`src/design/priority_ready_queue_scheduler_assert.svh`:
```
// Assertion macros for the ready queue scheduler.
// Both forms sample on clk and are disabled while rst_n is low.
`ifndef PRIORITY_READY_QUEUE_SCHEDULER_ASSERT_SVH
`define PRIORITY_READY_QUEUE_SCHEDULER_ASSERT_SVH
`ifndef SYNTHESIS
`define PRQS_ASSERT_IMP(lbl, ante, cons, msg) \
    lbl: assert property (@(posedge clk) disable iff (!rst_n) (ante) |-> (cons)) \
        else $error(msg);
`define PRQS_ASSERT_NXT(lbl, ante, cons, msg) \
    lbl: assert property (@(posedge clk) disable iff (!rst_n) (ante) |=> (cons)) \
        else $error(msg);
`else
`define PRQS_ASSERT_IMP(lbl, ante, cons, msg)
`define PRQS_ASSERT_NXT(lbl, ante, cons, msg)
`endif
`endif

```
`src/design/prqs_pkg.sv`:
```
`default_nettype none

package prqs_pkg;

    localparam int READY_DEPTH = 16;
    localparam int IDX_W       = $clog2(READY_DEPTH);
    localparam int CNT_W       = $clog2(READY_DEPTH + 1);

    localparam logic [1:0] ACT_CREATE = 2'd0;
    localparam logic [1:0] ACT_SCHED  = 2'd1;

    localparam logic [1:0] STS_OK    = 2'd0;
    localparam logic [1:0] STS_FULL  = 2'd1;
    localparam logic [1:0] STS_EMPTY = 2'd2;

    typedef struct packed {
        logic [15:0] pid;
        logic [7:0]  prio;
        logic [15:0] size;
    } entry_t;

    // controller -> datapath
    typedef struct packed {
        logic accept;
        logic create;
        logic query;
        logic sched_empty;
        logic scan_init;
        logic scan;
        logic take;
        logic shift;
        logic append;
    } cmd_t;

    // datapath -> controller
    typedef struct packed {
        logic is_create;
        logic is_sched;
        logic empty;
        logic scan_done;
        logic shift_done;
    } stat_t;

endpackage

`default_nettype wire

```
`src/design/prqs_ctrl.sv`:
```
`default_nettype none
`include "priority_ready_queue_scheduler_assert.svh"

module prqs_ctrl (
    input  wire logic           clk,
    input  wire logic           rst_n,
    input  wire logic           start,
    output logic                busy,
    output logic                done,
    input  wire prqs_pkg::stat_t st,
    output prqs_pkg::cmd_t      cmd
);

    typedef enum logic [6:0] {
        ST_IDLE   = 7'b0000001,
        ST_DECODE = 7'b0000010,
        ST_SCAN   = 7'b0000100,
        ST_TAKE   = 7'b0001000,
        ST_SHIFT  = 7'b0010000,
        ST_APPEND = 7'b0100000,
        ST_RESULT = 7'b1000000
    } state_t;

    state_t state_reg;
    state_t state_next;

    always_comb
    begin
        state_next = state_reg;
        cmd        = '0;
        case (state_reg)
            ST_IDLE:
            begin
                if (start)
                begin
                    cmd.accept = 1'b1;
                    state_next = ST_DECODE;
                end
            end
            ST_DECODE:
            begin
                if (st.is_create)
                begin
                    cmd.create = 1'b1;
                    state_next = ST_RESULT;
                end
                else if (st.is_sched)
                begin
                    if (st.empty)
                    begin
                        cmd.sched_empty = 1'b1;
                        state_next      = ST_RESULT;
                    end
                    else
                    begin
                        cmd.scan_init = 1'b1;
                        state_next    = ST_SCAN;
                    end
                end
                else
                begin
                    cmd.query  = 1'b1;
                    state_next = ST_RESULT;
                end
            end
            ST_SCAN:
            begin
                cmd.scan = 1'b1;
                if (st.scan_done)
                begin
                    state_next = ST_TAKE;
                end
            end
            ST_TAKE:
            begin
                cmd.take   = 1'b1;
                state_next = ST_SHIFT;
            end
            ST_SHIFT:
            begin
                cmd.shift = 1'b1;
                if (st.shift_done)
                begin
                    state_next = ST_APPEND;
                end
            end
            ST_APPEND:
            begin
                cmd.append = 1'b1;
                state_next = ST_RESULT;
            end
            ST_RESULT:
            begin
                state_next = ST_IDLE;
            end
            default:
            begin
                state_next = ST_IDLE;
            end
        endcase
    end

    always_ff @(posedge clk or negedge rst_n)
    begin
        if (!rst_n)
        begin
            state_reg <= ST_IDLE;
        end
        else
        begin
            state_reg <= state_next;
        end
    end

    assign busy = (state_reg != ST_IDLE);
    assign done = (state_reg == ST_RESULT);

    `PRQS_ASSERT_NXT(a_no_early_result, start && !busy, !done, "result beat straight after accept")
    `PRQS_ASSERT_IMP(a_done_busy, done, busy, "result beat while idle")

endmodule

`default_nettype wire

```
`src/design/prqs_datapath.sv`:
```
`default_nettype none
`include "priority_ready_queue_scheduler_assert.svh"

module prqs_datapath (
    input  wire logic                        clk,
    input  wire logic                        rst_n,
    input  wire prqs_pkg::cmd_t              cmd,
    output prqs_pkg::stat_t                  st,
    input  wire logic [1:0]                  action,
    input  wire logic [15:0]                 new_pid,
    input  wire logic [7:0]                  new_priority,
    input  wire logic [15:0]                 new_size,
    output logic [1:0]                       status,
    output logic [15:0]                      running_pid,
    output logic [7:0]                       running_priority,
    output logic [15:0]                      running_size,
    output logic [prqs_pkg::CNT_W-1:0]       ready_total
);

    localparam int IDX_W = prqs_pkg::IDX_W;
    localparam int CNT_W = prqs_pkg::CNT_W;

    prqs_pkg::entry_t mem [prqs_pkg::READY_DEPTH];

    logic [1:0]       act_reg, act_next;
    prqs_pkg::entry_t new_reg, new_next;
    prqs_pkg::entry_t run_reg, run_next;
    logic             present_reg, present_next;
    logic [CNT_W-1:0] occ_reg, occ_next;
    logic [1:0]       status_reg, status_next;
    logic [CNT_W-1:0] rd_idx_reg, rd_idx_next;
    logic             cmp_vld_reg, cmp_vld_next;
    logic [IDX_W-1:0] cmp_idx_reg, cmp_idx_next;
    prqs_pkg::entry_t best_reg, best_next;
    logic [IDX_W-1:0] best_idx_reg, best_idx_next;
    logic             sh_vld_reg, sh_vld_next;
    logic [IDX_W-1:0] sh_idx_reg, sh_idx_next;
    prqs_pkg::entry_t old_reg, old_next;
    prqs_pkg::entry_t rd_data_reg;

    logic             full;
    logic             wr_en;
    logic [IDX_W-1:0] wr_addr;
    prqs_pkg::entry_t wr_data;

    assign full = (occ_reg >= CNT_W'(prqs_pkg::READY_DEPTH));

    assign st.is_create  = (act_reg == prqs_pkg::ACT_CREATE);
    assign st.is_sched   = (act_reg == prqs_pkg::ACT_SCHED);
    assign st.empty      = (occ_reg == '0);
    assign st.scan_done  = cmp_vld_reg && (CNT_W'(cmp_idx_reg) == occ_reg - CNT_W'(1));
    assign st.shift_done = (rd_idx_reg >= occ_reg);

    always_comb
    begin
        act_next      = act_reg;
        new_next      = new_reg;
        run_next      = run_reg;
        present_next  = present_reg;
        occ_next      = occ_reg;
        status_next   = status_reg;
        rd_idx_next   = rd_idx_reg;
        cmp_vld_next  = 1'b0;
        cmp_idx_next  = cmp_idx_reg;
        best_next     = best_reg;
        best_idx_next = best_idx_reg;
        sh_vld_next   = 1'b0;
        sh_idx_next   = sh_idx_reg;
        old_next      = old_reg;
        wr_en         = 1'b0;
        wr_addr       = occ_reg[IDX_W-1:0];
        wr_data       = new_reg;

        if (cmd.accept)
        begin
            act_next      = action;
            new_next.pid  = new_pid;
            new_next.prio = new_priority;
            new_next.size = new_size;
        end

        if (cmd.create)
        begin
            if (full)
            begin
                status_next = prqs_pkg::STS_FULL;
            end
            else
            begin
                status_next = prqs_pkg::STS_OK;
                if (!present_reg)
                begin
                    run_next     = new_reg;
                    present_next = 1'b1;
                end
                else
                begin
                    wr_en    = 1'b1;
                    occ_next = occ_reg + CNT_W'(1);
                end
            end
        end

        if (cmd.query)
        begin
            status_next = prqs_pkg::STS_OK;
        end

        if (cmd.sched_empty)
        begin
            status_next = prqs_pkg::STS_EMPTY;
        end

        if (cmd.scan_init)
        begin
            rd_idx_next = '0;
        end

        // read of rd_idx in flight, compare on the entry read in the previous cycle
        if (cmd.scan)
        begin
            rd_idx_next  = rd_idx_reg + CNT_W'(1);
            cmp_vld_next = (rd_idx_reg < occ_reg);
            cmp_idx_next = rd_idx_reg[IDX_W-1:0];
            if (cmp_vld_reg && ((cmp_idx_reg == '0) || (rd_data_reg.prio < best_reg.prio)))
            begin
                best_next     = rd_data_reg;
                best_idx_next = cmp_idx_reg;
            end
        end

        if (cmd.take)
        begin
            old_next     = run_reg;
            run_next     = best_reg;
            present_next = 1'b1;
            rd_idx_next  = CNT_W'(best_idx_reg) + CNT_W'(1);
        end

        // read k+1, write it to k on the next cycle
        if (cmd.shift)
        begin
            rd_idx_next = rd_idx_reg + CNT_W'(1);
            sh_vld_next = (rd_idx_reg < occ_reg);
            sh_idx_next = IDX_W'(rd_idx_reg - CNT_W'(1));
            if (sh_vld_reg)
            begin
                wr_en   = 1'b1;
                wr_addr = sh_idx_reg;
                wr_data = rd_data_reg;
            end
        end

        if (cmd.append)
        begin
            status_next = prqs_pkg::STS_OK;
            wr_en       = 1'b1;
            wr_addr     = IDX_W'(occ_reg - CNT_W'(1));
            wr_data     = old_reg;
        end
    end

    always_ff @(posedge clk)
    begin
        if (wr_en)
        begin
            mem[wr_addr] <= wr_data;
        end
        rd_data_reg <= mem[rd_idx_reg[IDX_W-1:0]];
    end

    always_ff @(posedge clk or negedge rst_n)
    begin
        if (!rst_n)
        begin
            run_reg     <= '0;
            present_reg <= 1'b0;
            occ_reg     <= '0;
            status_reg  <= prqs_pkg::STS_OK;
            cmp_vld_reg <= 1'b0;
            sh_vld_reg  <= 1'b0;
            rd_idx_reg  <= '0;
        end
        else
        begin
            run_reg     <= run_next;
            present_reg <= present_next;
            occ_reg     <= occ_next;
            status_reg  <= status_next;
            cmp_vld_reg <= cmp_vld_next;
            sh_vld_reg  <= sh_vld_next;
            rd_idx_reg  <= rd_idx_next;
        end
    end

    always_ff @(posedge clk)
    begin
        act_reg      <= act_next;
        new_reg      <= new_next;
        cmp_idx_reg  <= cmp_idx_next;
        best_reg     <= best_next;
        best_idx_reg <= best_idx_next;
        sh_idx_reg   <= sh_idx_next;
        old_reg      <= old_next;
    end

    assign status           = status_reg;
    assign running_pid      = run_reg.pid;
    assign running_priority = run_reg.prio;
    assign running_size     = run_reg.size;
    assign ready_total      = occ_reg;

    `PRQS_ASSERT_IMP(a_occ_bound, 1'b1, occ_reg <= CNT_W'(prqs_pkg::READY_DEPTH), "occ past depth")
    `PRQS_ASSERT_IMP(a_append_nonempty, cmd.append, occ_reg != '0, "append into empty table")
    `PRQS_ASSERT_IMP(a_take_present, cmd.scan_init, present_reg, "scan with no running process")

endmodule

`default_nettype wire

```
`src/design/priority_ready_queue_scheduler.sv`:
```
// Channel  | Handshake           | Payload
// ---------+---------------------+------------------------------------------------------
// command  | start, busy         | action, new_pid, new_priority, new_size
// result   | done (1-cycle beat) | status, running_pid, running_priority, running_size,
//          |                     | ready_total
//
// Create, query and a schedule on an empty table: accept, decode, then the result beat.
// Schedule (N ready entries, b index of the winner): accept, decode, a scan through the
// single read port, take, a shift of the entries past b, one write a cycle, then append and the result beat.
// One item in flight at a time; busy stays high until the result beat ends.
// Reset is asynchronous, active low; the table needs no clearing pass.
// The receiver cannot stall: each result is presented for exactly one cycle.
`default_nettype none

module priority_ready_queue_scheduler (
    input  wire logic                         clk,
    input  wire logic                         rst_n,
    input  wire logic                         start,
    output logic                              busy,
    input  wire logic [1:0]                   action,
    input  wire logic [15:0]                  new_pid,
    input  wire logic [7:0]                   new_priority,
    input  wire logic [15:0]                  new_size,
    output logic                              done,
    output logic [1:0]                        status,
    output logic [15:0]                       running_pid,
    output logic [7:0]                        running_priority,
    output logic [15:0]                       running_size,
    output logic [prqs_pkg::CNT_W-1:0]        ready_total
);

    prqs_pkg::cmd_t  cmd;
    prqs_pkg::stat_t st;

    prqs_ctrl u_ctrl (
        .clk   (clk),
        .rst_n (rst_n),
        .start (start),
        .busy  (busy),
        .done  (done),
        .st    (st),
        .cmd   (cmd)
    );

    prqs_datapath u_datapath (
        .clk              (clk),
        .rst_n            (rst_n),
        .cmd              (cmd),
        .st               (st),
        .action           (action),
        .new_pid          (new_pid),
        .new_priority     (new_priority),
        .new_size         (new_size),
        .status           (status),
        .running_pid      (running_pid),
        .running_priority (running_priority),
        .running_size     (running_size),
        .ready_total      (ready_total)
    );

endmodule

`default_nettype wire
```
`config.mk`:
```
export PLATFORM = sky130hd
export DESIGN_NAME = priority_ready_queue_scheduler
export DESIGN_NICKNAME = d
export VERILOG_FILES = /design/src/design/prqs_pkg.sv /design/src/design/prqs_ctrl.sv /design/src/design/prqs_datapath.sv /design/src/design/priority_ready_queue_scheduler.sv
export VERILOG_INCLUDE_DIRS = /design/src /design/src/design
export SDC_FILE = /design/constraint.sdc
export NUM_CORES = 1
export LEC_CHECK = 0
export BUFFER_PORTS_ARGS = -buffer_cell sky130_fd_sc_hd__buf_2
export CAP_MARGIN = 20
export CORE_MARGIN = 4
export CORE_UTILIZATION = 60
export DETAILED_ROUTE_END_ITERATION = 8
export PLACE_DENSITY_LB_ADDON = 0.25
export SYNTH_ARGS = -nofsm -noshare
export SYNTH_HDL_FRONTEND = slang
export SYNTH_SLANG_ARGS = --single-unit
```
`constraint.sdc`:
```
create_clock -name clk -period 6.8 [get_ports clk]
set_clock_uncertainty 0.05 [all_clocks]
set_input_delay 1.36 -clock clk [delete_from_list [all_inputs] [get_ports clk]]
set_output_delay 1.36 -clock clk [all_outputs]
set_load 0.1 [all_outputs]
```
== Yosys cells after proc, flatten, opt, wreduce, memory -nomap -nowiden ==
Memory sizes are Yosys's and may differ from the RTL's. A register that Yosys moved wholly into a read port is not among the register bits.
Index checks and enable logic that the tools add are counted.
Storage, ports and cells
  memory bits (writable): 640
  memories: 1
  input port bits: 45
  ROM bits: 0
  logic and storage cells: 115
  register bits after elaboration: 196
  output and inout bits: 49
  latch bits: 0
Memory list
  u_datapath.mem: depth 16, width 40, rd ports 1, clocked after memory_dff 1, write ports 1, RTL line prqs_datapath.sv:23  | prqs_pkg::entry_t mem [prqs_pkg::READY_DEPTH];
Cells by class
  reductions and logical operators: 14
  magnitude comparators: 4
  div/mod/pow operators: 0
  multiplexer cells: 52
  bitwise logic cells: 1
  equality and inequality tests: 15
  multiply operators: 0
  shift-type cells: 0
  add/sub/neg operators: 5
Operators with widths (number)
  $mux W40: 7
  $mux W7: 6
  $pmux W7 S6: 1
  $mux W1: 24
  $mux W5: 4
  $mux W4: 4
  $add A5 B1 Y5 const B: 2
  $mux W2: 5
  $ne A2 B2 Y1 const B: 5
  $reduce_and A3 Y1: 3
  $lt A8 B8 Y1: 1
  $reduce_bool A4 Y1: 2
  $eq A7 B1 Y1 const B: 1
  $eq A7 B2 Y1 const B: 1
  $eq A7 B3 Y1 const B: 1
  $eq A7 B4 Y1 const B: 1
  $eq A7 B5 Y1 const B: 1
  $eq A7 B6 Y1 const B: 1
  $eq A7 B7 Y1 const B: 1
  $ne A7 B1 Y1 const B: 1
  $add A4 B1 Y5 const B: 1
  $eq A4 B5 Y1: 1
  $ge A5 B5 Y1: 1
  $ge A5 B5 Y1 const B: 1
  13 further kinds: 15

== Logic depth before layout (Yosys ltp) ==
Gate-level depths: netlist of the first run.
  word-level depth: 11
  depth in mapped cells: 11
  gate-level depth less buffers: 7

== Cells and area by module ==
A second synthesis of the first run with hierarchy kept.
Second synthesis, totals
  cell total of the unflattened synthesis: 1691
  area total of the unflattened synthesis: 33240.6 µm²
By module, submodules not included
  prqs_datapath: cells an instance 1639, instances 1, seq. area each 25419.4 µm², area an instance 32788.9 µm²
  prqs_ctrl: cells an instance 52, instances 1, seq. area each 176.4 µm², area an instance 451.7 µm²

== Least setup slack after synthesis of the first run ==
Ideal clock, no wire load.
  path type: register to output
  start point: register u_ctrl.state_reg[1]
  end point: output port done
  cell stages (with the launch flop): 4
  setup slack: 1174 ps
  arrival time: 4216 ps
  path buffers: 1
  required time: 5390 ps
  path through: dfrtp_1 or4_1 buf_2 nor4b_1
On the way
  word-level cells in the longest chain between the ends: 1
RTL lines
  from (decl): RTL line prqs_ctrl.sv:24  | state_t state_reg;
  from (signal assigned): RTL line prqs_ctrl.sv:111  | state_reg <= state_next;
  $eq A7 B7 Y1: RTL line prqs_ctrl.sv:116  | assign done = (state_reg == ST_RESULT);
  to (decl): RTL line priority_ready_queue_scheduler.sv:24  | output logic done,
No other way between the ends.

== Worst setup path after layout of the first run ==
Same ends and word-level chain as after synthesis.

==> results.sh, run 1 <==
export IMPL_rsz0062_at_grt="no"
export IMPL_firstDrtPassIters=6
export IMPL_synth_avg_cell_area_sq_um=17.7
export IMPL_status="complete, no violations"
export IMPL_maxCapViolations=0
export IMPL_wl_met1_um=32500
export IMPL_grt_pass1_wl_um=119000
export IMPL_power_density_nw_per_um2=359
export IMPL_place_congestion=0.905
export IMPL_worst_hold_path_endpoint="u_datapath.best_reg[27]"
export IMPL_cts_tree="done"
export IMPL_ys_flop_type="edfxtp_1"
export IMPL_first_iter_violations=2199
export IMPL_rr_startpoint="u_ctrl.state_reg[4]"
export IMPL_synth_area_sq_um=33900
export IMPL_multi_input_area_sq_um=7860
export IMPL_yosysWarnings=0
export IMPL_seq_area_sq_um=25600
export IMPL_fp_dieH_um=246
export IMPL_timing_rr_end="u_datapath.mem[14][21]"
export IMPL_dieArea_sq_um=60300
export IMPL_fmax_mhz=243
export IMPL_num_io_pins=94
export IMPL_required_ns=5.39
export IMPL_cts_hold_buf=0
export IMPL_nFillCells=3567
export IMPL_top_register="u_datapath.mem"
export IMPL_nets=2133
export IMPL_antenna_found_initial=0
export IMPL_fin_crit_ns=4.11
export IMPL_grt_overflow_total=0
export IMPL_ys_seq_area_frac=0.756
export IMPL_rows=86
export IMPL_grt_pass1_vias=18736
export IMPL_start_util=0.610
export IMPL_hold_class="reg2reg"
export IMPL_r2r_slack_ns=2.87
export IMPL_die_w_um=246
export IMPL_cts_sinks=876
export IMPL_relSlewSlack=0.293
export IMPL_drc=0
export IMPL_synth_seq_cells=876
export IMPL_diodes=0
export IMPL_holdPathStages=0
export IMPL_hold_start="u_datapath.rd_data_reg[27]"
export IMPL_vias=18686
export IMPL_clockBufferDepth=3
export IMPL_worst_path_max_fanout=7
export IMPL_mostFrequentLayoutCell="edfxtp_1"
export IMPL_grt_max_degree=128
export IMPL_worstPathArrival_ns=2.70
export IMPL_fin_crit_sh=0.605
export IMPL_worstMarginPinSlew_ns=1.06
export IMPL_coreArea_sq_um=55500
export IMPL_numCtsBuffers=86
export IMPL_ctsResizeCount=0
export IMPL_cts_root_buf="clkbuf_16"
export IMPL_reg2reg_depth=6
export IMPL_most_common_layout_cells="774 x edfxtp_1, 197 x mux2i_1, 138 x o21ai_0, 105 x nand2_1, 98 x buf_2"
export IMPL_route_met3_wl_um=7020
export IMPL_routed_wl_um=79900
export IMPL_clk_pin_slew_ns=0.06
export IMPL_syn_num_nets=1976
export IMPL_synth_enable_flop_cells=774
export IMPL_max_vdd_ir_drop_v=0.000365
export IMPL_synth_cells=1914
export IMPL_setup_violations=0
export IMPL_clk_latency_ns=0.63
export IMPL_ant_nets=0
export IMPL_fin_util=0.689
export IMPL_wl_met2_um=38000
export IMPL_path_class="reg2out"
export IMPL_drive_gt1_frac=0.210
export IMPL_grtUsageTotal=0.266
export IMPL_dp_hpwl_um=40500
export IMPL_cts_setup_buffers=0
export IMPL_power_leakage_nw=12.7
export IMPL_htreeDepth=3
export IMPL_routedWlPerCell_um=27.6
export IMPL_slew_viol_final=0
export IMPL_highest_layer="met4"
export IMPL_port_buffers=93
export IMPL_vias_per_cell=6.46
export IMPL_start_kind="register"
export IMPL_async_flop_share=0.0708
export IMPL_worstSetupEndpointType="output pin"
export IMPL_ys_types=69
export IMPL_area_delta_synth_final_pct=13.0
export IMPL_finalHoldViolCount=0
export IMPL_setup_tns_ns=0
export IMPL_largest_reg_flops=640
per-stage QoR:
stage	setup WS, ns	hold WS, ns	cells	cell area (sq um)	power (mW)
3_5_place_dp	2.89	0.362	2731	35500	9.25
5_1_grt	2.52	0.393	2891	38300	14.2
4_1_cts	2.70	0.376	2891	38300	13.8
2_1_floorplan	1.17	0.358	1914	33900	8.61
6_report	2.69	0.379	2891	38300	13.7
3_3_place_gp	2.53	0.360	2711	35400	9.16
cell usage after synthesis (4+ instances only):
cell	instances	area [sq um]
nor3_1	12	60.1
o21ai_0	139	696
mux2_2	39	439
nand2_1	106	398
a21oi_1	41	205
a211oi_1	4	30.0
nor2_1	69	259
buf_2	39	195
inv_1	23	86.3
xnor2_1	7	61.3
nor2b_1	6	37.5
edfxtp_1	774	23200
nand3_1	5	25.0
o21ai_1	31	155
clkbuf_1	50	188
xor2_1	7	61.3
buf_1	6	22.5
a21o_1	5	37.5
dfrtp_1	61	1530
mux4_2	82	1850
dfxtp_1	40	801
a22oi_1	42	315
nor3b_1	4	30.0
mux2i_1	197	1970
nand4_1	4	25.0
and3_1	4	25.0
a221oi_1	39	342
ha_1	17	213
buf_4	5	37.5
cell families after synthesis:
| kind of cell | synth area share |
|---|---|
| and+or+nand+nor | 0.0333 |
| buffers and inverters | 0.0157 |
| muxes | 0.126 |
| adders and majority gates | 0.00628 |
| xor gates and xnor gates | 0.00362 |
| DFF | 0.756 |
| AOI/OAI and AO/OA | 0.0591 |
per-layer routing:
| metal | global-route usage | vias up |
|---|---|---|
| li1 | - | 7888 |
| met1 | 0.385 | 9632 |
| met2 | 0.418 | 997 |
| met3 | 0.0530 | 169 |
| met4 | 0.0819 | 0 |
| met5 | 0 | - |
critical path: stages (launching register included):
cell,delay (ns)
dfrtp_1,0.44
or4_1,0.73
nor4b_1,0.41
buf_2,0.50
worst max-delay path by stage:
stage	startpoint	end	slack [ns]	cells past startpoint
global placement	u_datapath.best_reg[20]	u_datapath.best_reg[31]	2.53	7
detailed placement	u_datapath.rd_idx_reg[1]	u_datapath.rd_data_reg[16]	2.89	6
CTS	u_ctrl.state_reg[1]	done	2.70	3
global route	u_ctrl.state_reg[1]	done	2.52	3
finish	u_ctrl.state_reg[1]	done	2.69	3
floorplan	u_ctrl.state_reg[1]	done	1.17	3
power breakdown:
part           switching, mW  leakage [nW]  internal, mW
logic                   1.84          3.22         0.722
clock network           1.95          1.33          2.62
registers              0.236          8.13          6.35
area by class of cell:
cell class | count | share of cell area
flip-flops and latches | 876 | 0.669
well taps | 748 | 0.0245
multi-input cells | 914 | 0.205
repair buffers | 169 | 0.0274
clock buffers | 123 | 0.0628
inverters | 24 | 0.00242
clock inverters | 37 | 0.00827
(Power assumes the default switching activity.)
==> run 2: changes to the inputs <==
==> constraint.sdc (replaced) <==
create_clock -name clk -period 3.93 [get_ports clk]
set_clock_uncertainty 0.05 [all_clocks]
set_input_delay 0.786 -clock clk [delete_from_list [all_inputs] [get_ports clk]]
set_output_delay 0.786 -clock clk [all_outputs]
set_load 0.1 [all_outputs]
==> results.sh, run 2 (synthesis results as in run 1) <==
export IMPL_fin_crit_sh=0.892
export IMPL_stdcell_count=2911
export IMPL_netSwitchingFraction=0.293
export IMPL_clk_pin_slew_ns=0.06
export IMPL_pwr_share_comb=0.188
export IMPL_start_kind="register"
export IMPL_max_vdd_ir_drop_v=0.000601
export IMPL_worstPathCellList="nor3b_1 > a211oi_1 > a211oi_2 > nand2_1 > nor2_4 > buf_4"
export IMPL_worstSetupEndpointType="register"
export IMPL_fp_dieH_um=246
export IMPL_r2r_slack_ns=0.43
export IMPL_fin_crit_ns=3.50
export IMPL_most_common_layout_cells="774 x edfxtp_1, 197 x mux2i_1, 135 x o21ai_0, 105 x nand2_1, 96 x buf_2"
export IMPL_cts_root_buf="clkbuf_16"
export IMPL_first_iter_violations=2001
export IMPL_setup_slack_ns=0.426
export IMPL_p_sw_mw=7.06
export IMPL_place_congestion=0.811
export IMPL_ctsResizeCount=0
export IMPL_nFillCells=3435
export IMPL_top_register="u_datapath.mem"
export IMPL_clockBufferDepth=3
export IMPL_cts_tree="done"
export IMPL_worstPathArrival_ns=3.79
export IMPL_setup_violations=0
export IMPL_cts_setup_buffers=0
export IMPL_crit_buf_inv=1
export IMPL_fmax_mhz=285
export IMPL_drc=0
export IMPL_grt_overflow_total=0
export IMPL_coreArea_sq_um=55500
export IMPL_diodes=0
export IMPL_routed_wl_um=76600
export IMPL_die_w_um=246
export IMPL_clkPwrFrac=0.340
export IMPL_drive_gt1_frac=0.220
export IMPL_path_delay_family="simple AND/OR/NAND/NOR gates"
export IMPL_worst_path_max_fanout=11
export IMPL_cts_hold_buf=0
export IMPL_numCtsBuffers=86
export IMPL_antenna_found_initial=0
export IMPL_required_ns=4.21
export IMPL_path_class="reg2reg"
export IMPL_mostFrequentLayoutCell="edfxtp_1"
export IMPL_worstMarginPinSlew_ns=0.979
export IMPL_p_int_mw=17.0
export IMPL_max_stage_delay_ns=0.63
export IMPL_grtUsageTotal=0.258
export IMPL_relSlewSlack=0.343
export IMPL_grt_pass1_wl_um=116000
export IMPL_slew_viol_final=0
export IMPL_ant_nets=0
export IMPL_crit_path_top_delay_cell="nor3b_1"
export IMPL_status="complete, no violations"
export IMPL_seqPwrFrac=0.472
export IMPL_num_io_pins=94
export IMPL_largest_reg_flops=640
export IMPL_cts_sinks=876
export IMPL_area_delta_synth_final_pct=14.8
export IMPL_finalHoldViolCount=0
export IMPL_firstDrtPassIters=5
export IMPL_rsz0062_at_grt="no"
export IMPL_htreeDepth=3
export IMPL_dp_worst_setup_slack_ns=0.447
export IMPL_hold_class="in2async"
export IMPL_power_leakage_nw=12.9
export IMPL_start_util=0.610
export IMPL_vias_per_cell=6.26
export IMPL_clk_latency_ns=0.64
export IMPL_placedCellCount=2749
export IMPL_dp_hpwl_um=42600
export IMPL_nets=2152
export IMPL_maxCapViolations=0
export IMPL_rows=86
export IMPL_routedWlPerCell_um=26.3
export IMPL_grt_max_degree=64
export IMPL_dieArea_sq_um=60300
export IMPL_power_density_nw_per_um2=620
export IMPL_port_buffers=93
export IMPL_vias=18213
export IMPL_grt_pass1_vias=18872
==> run 2: layout make-up <==
| cell class | count | area [sq um] | share of cell area |
|---|---|---|---|
| tap | 748 | 936 | 0.0241 |
| sequential | 876 | 25600 | 0.659 |
| clock inverter | 39 | 429 | 0.0110 |
| inverter | 24 | 92.6 | 0.00238 |
| multi-input combinational | 914 | 7910 | 0.203 |
| timing repair buffer | 188 | 1470 | 0.0377 |
| clock buffer | 122 | 2440 | 0.0628 |
==> run 2: metal layers <==
metal  share of wire  global-route usage
met4           0.033              0.0891
met3           0.075              0.0490
met2            0.48               0.412
met5               0                   0
met1            0.41               0.366
==> run 2: stage by stage <==
stage	TNS [ns]	total power [mW]	cell area, sq um	hold slack, ns	utilization
2_1_floorplan	-129.55	14.9	33900	0.358	-
3_3_place_gp	0	16.0	35900	0.362	0.647
3_5_place_dp	0	16.1	36000	0.363	0.648
4_1_cts	0	24.3	38800	0.231	0.700
5_1_grt	0	25.0	38900	0.0638	0.700
6_report	0	24.1	38900	0.0587	0.700
==> run 2: power by group through the flow <==
| stage | Clock [mW] | Combinational [mW] | Sequential, mW |
|---|---|---|---|
| floorplan | 0 | 2.01 | 12.9 |
| global placement | 0 | 4.43 | 11.5 |
| detailed placement | 0 | 4.52 | 11.6 |
| CTS | 8.33 | 4.56 | 11.4 |
| global route | 8.75 | 4.81 | 11.4 |
| finish | 8.19 | 4.53 | 11.4 |
==> run 2: worst register-to-register path: cells and delay by family (launching register included) <==
| family | cells | cell delay (ns) |
|---|---|---|
| AND/OR/NAND/NOR | 3 | 1.47 |
| buffers and inverters | 1 | 0.31 |
| flip-flops | 1 | 0.54 |
| AO/OA/AOI/OAI | 2 | 0.84 |
==> run 2: worst paths after layout <==
path | from | to | cells past startpoint
min | rst_n | u_datapath.running_size[11] | 1
max | u_ctrl.state_reg[5] | u_datapath.mem[13][0] | 6
max in group asynchronous | rst_n | u_ctrl.state_reg[0] | 2
min reg2reg | u_datapath.rd_data_reg[34] | u_datapath.best_reg[34] | 0
min in group clk | new_size[14] | u_datapath.new_reg[14] | 1
max reg2reg | u_ctrl.state_reg[5] | u_datapath.mem[13][0] | 6
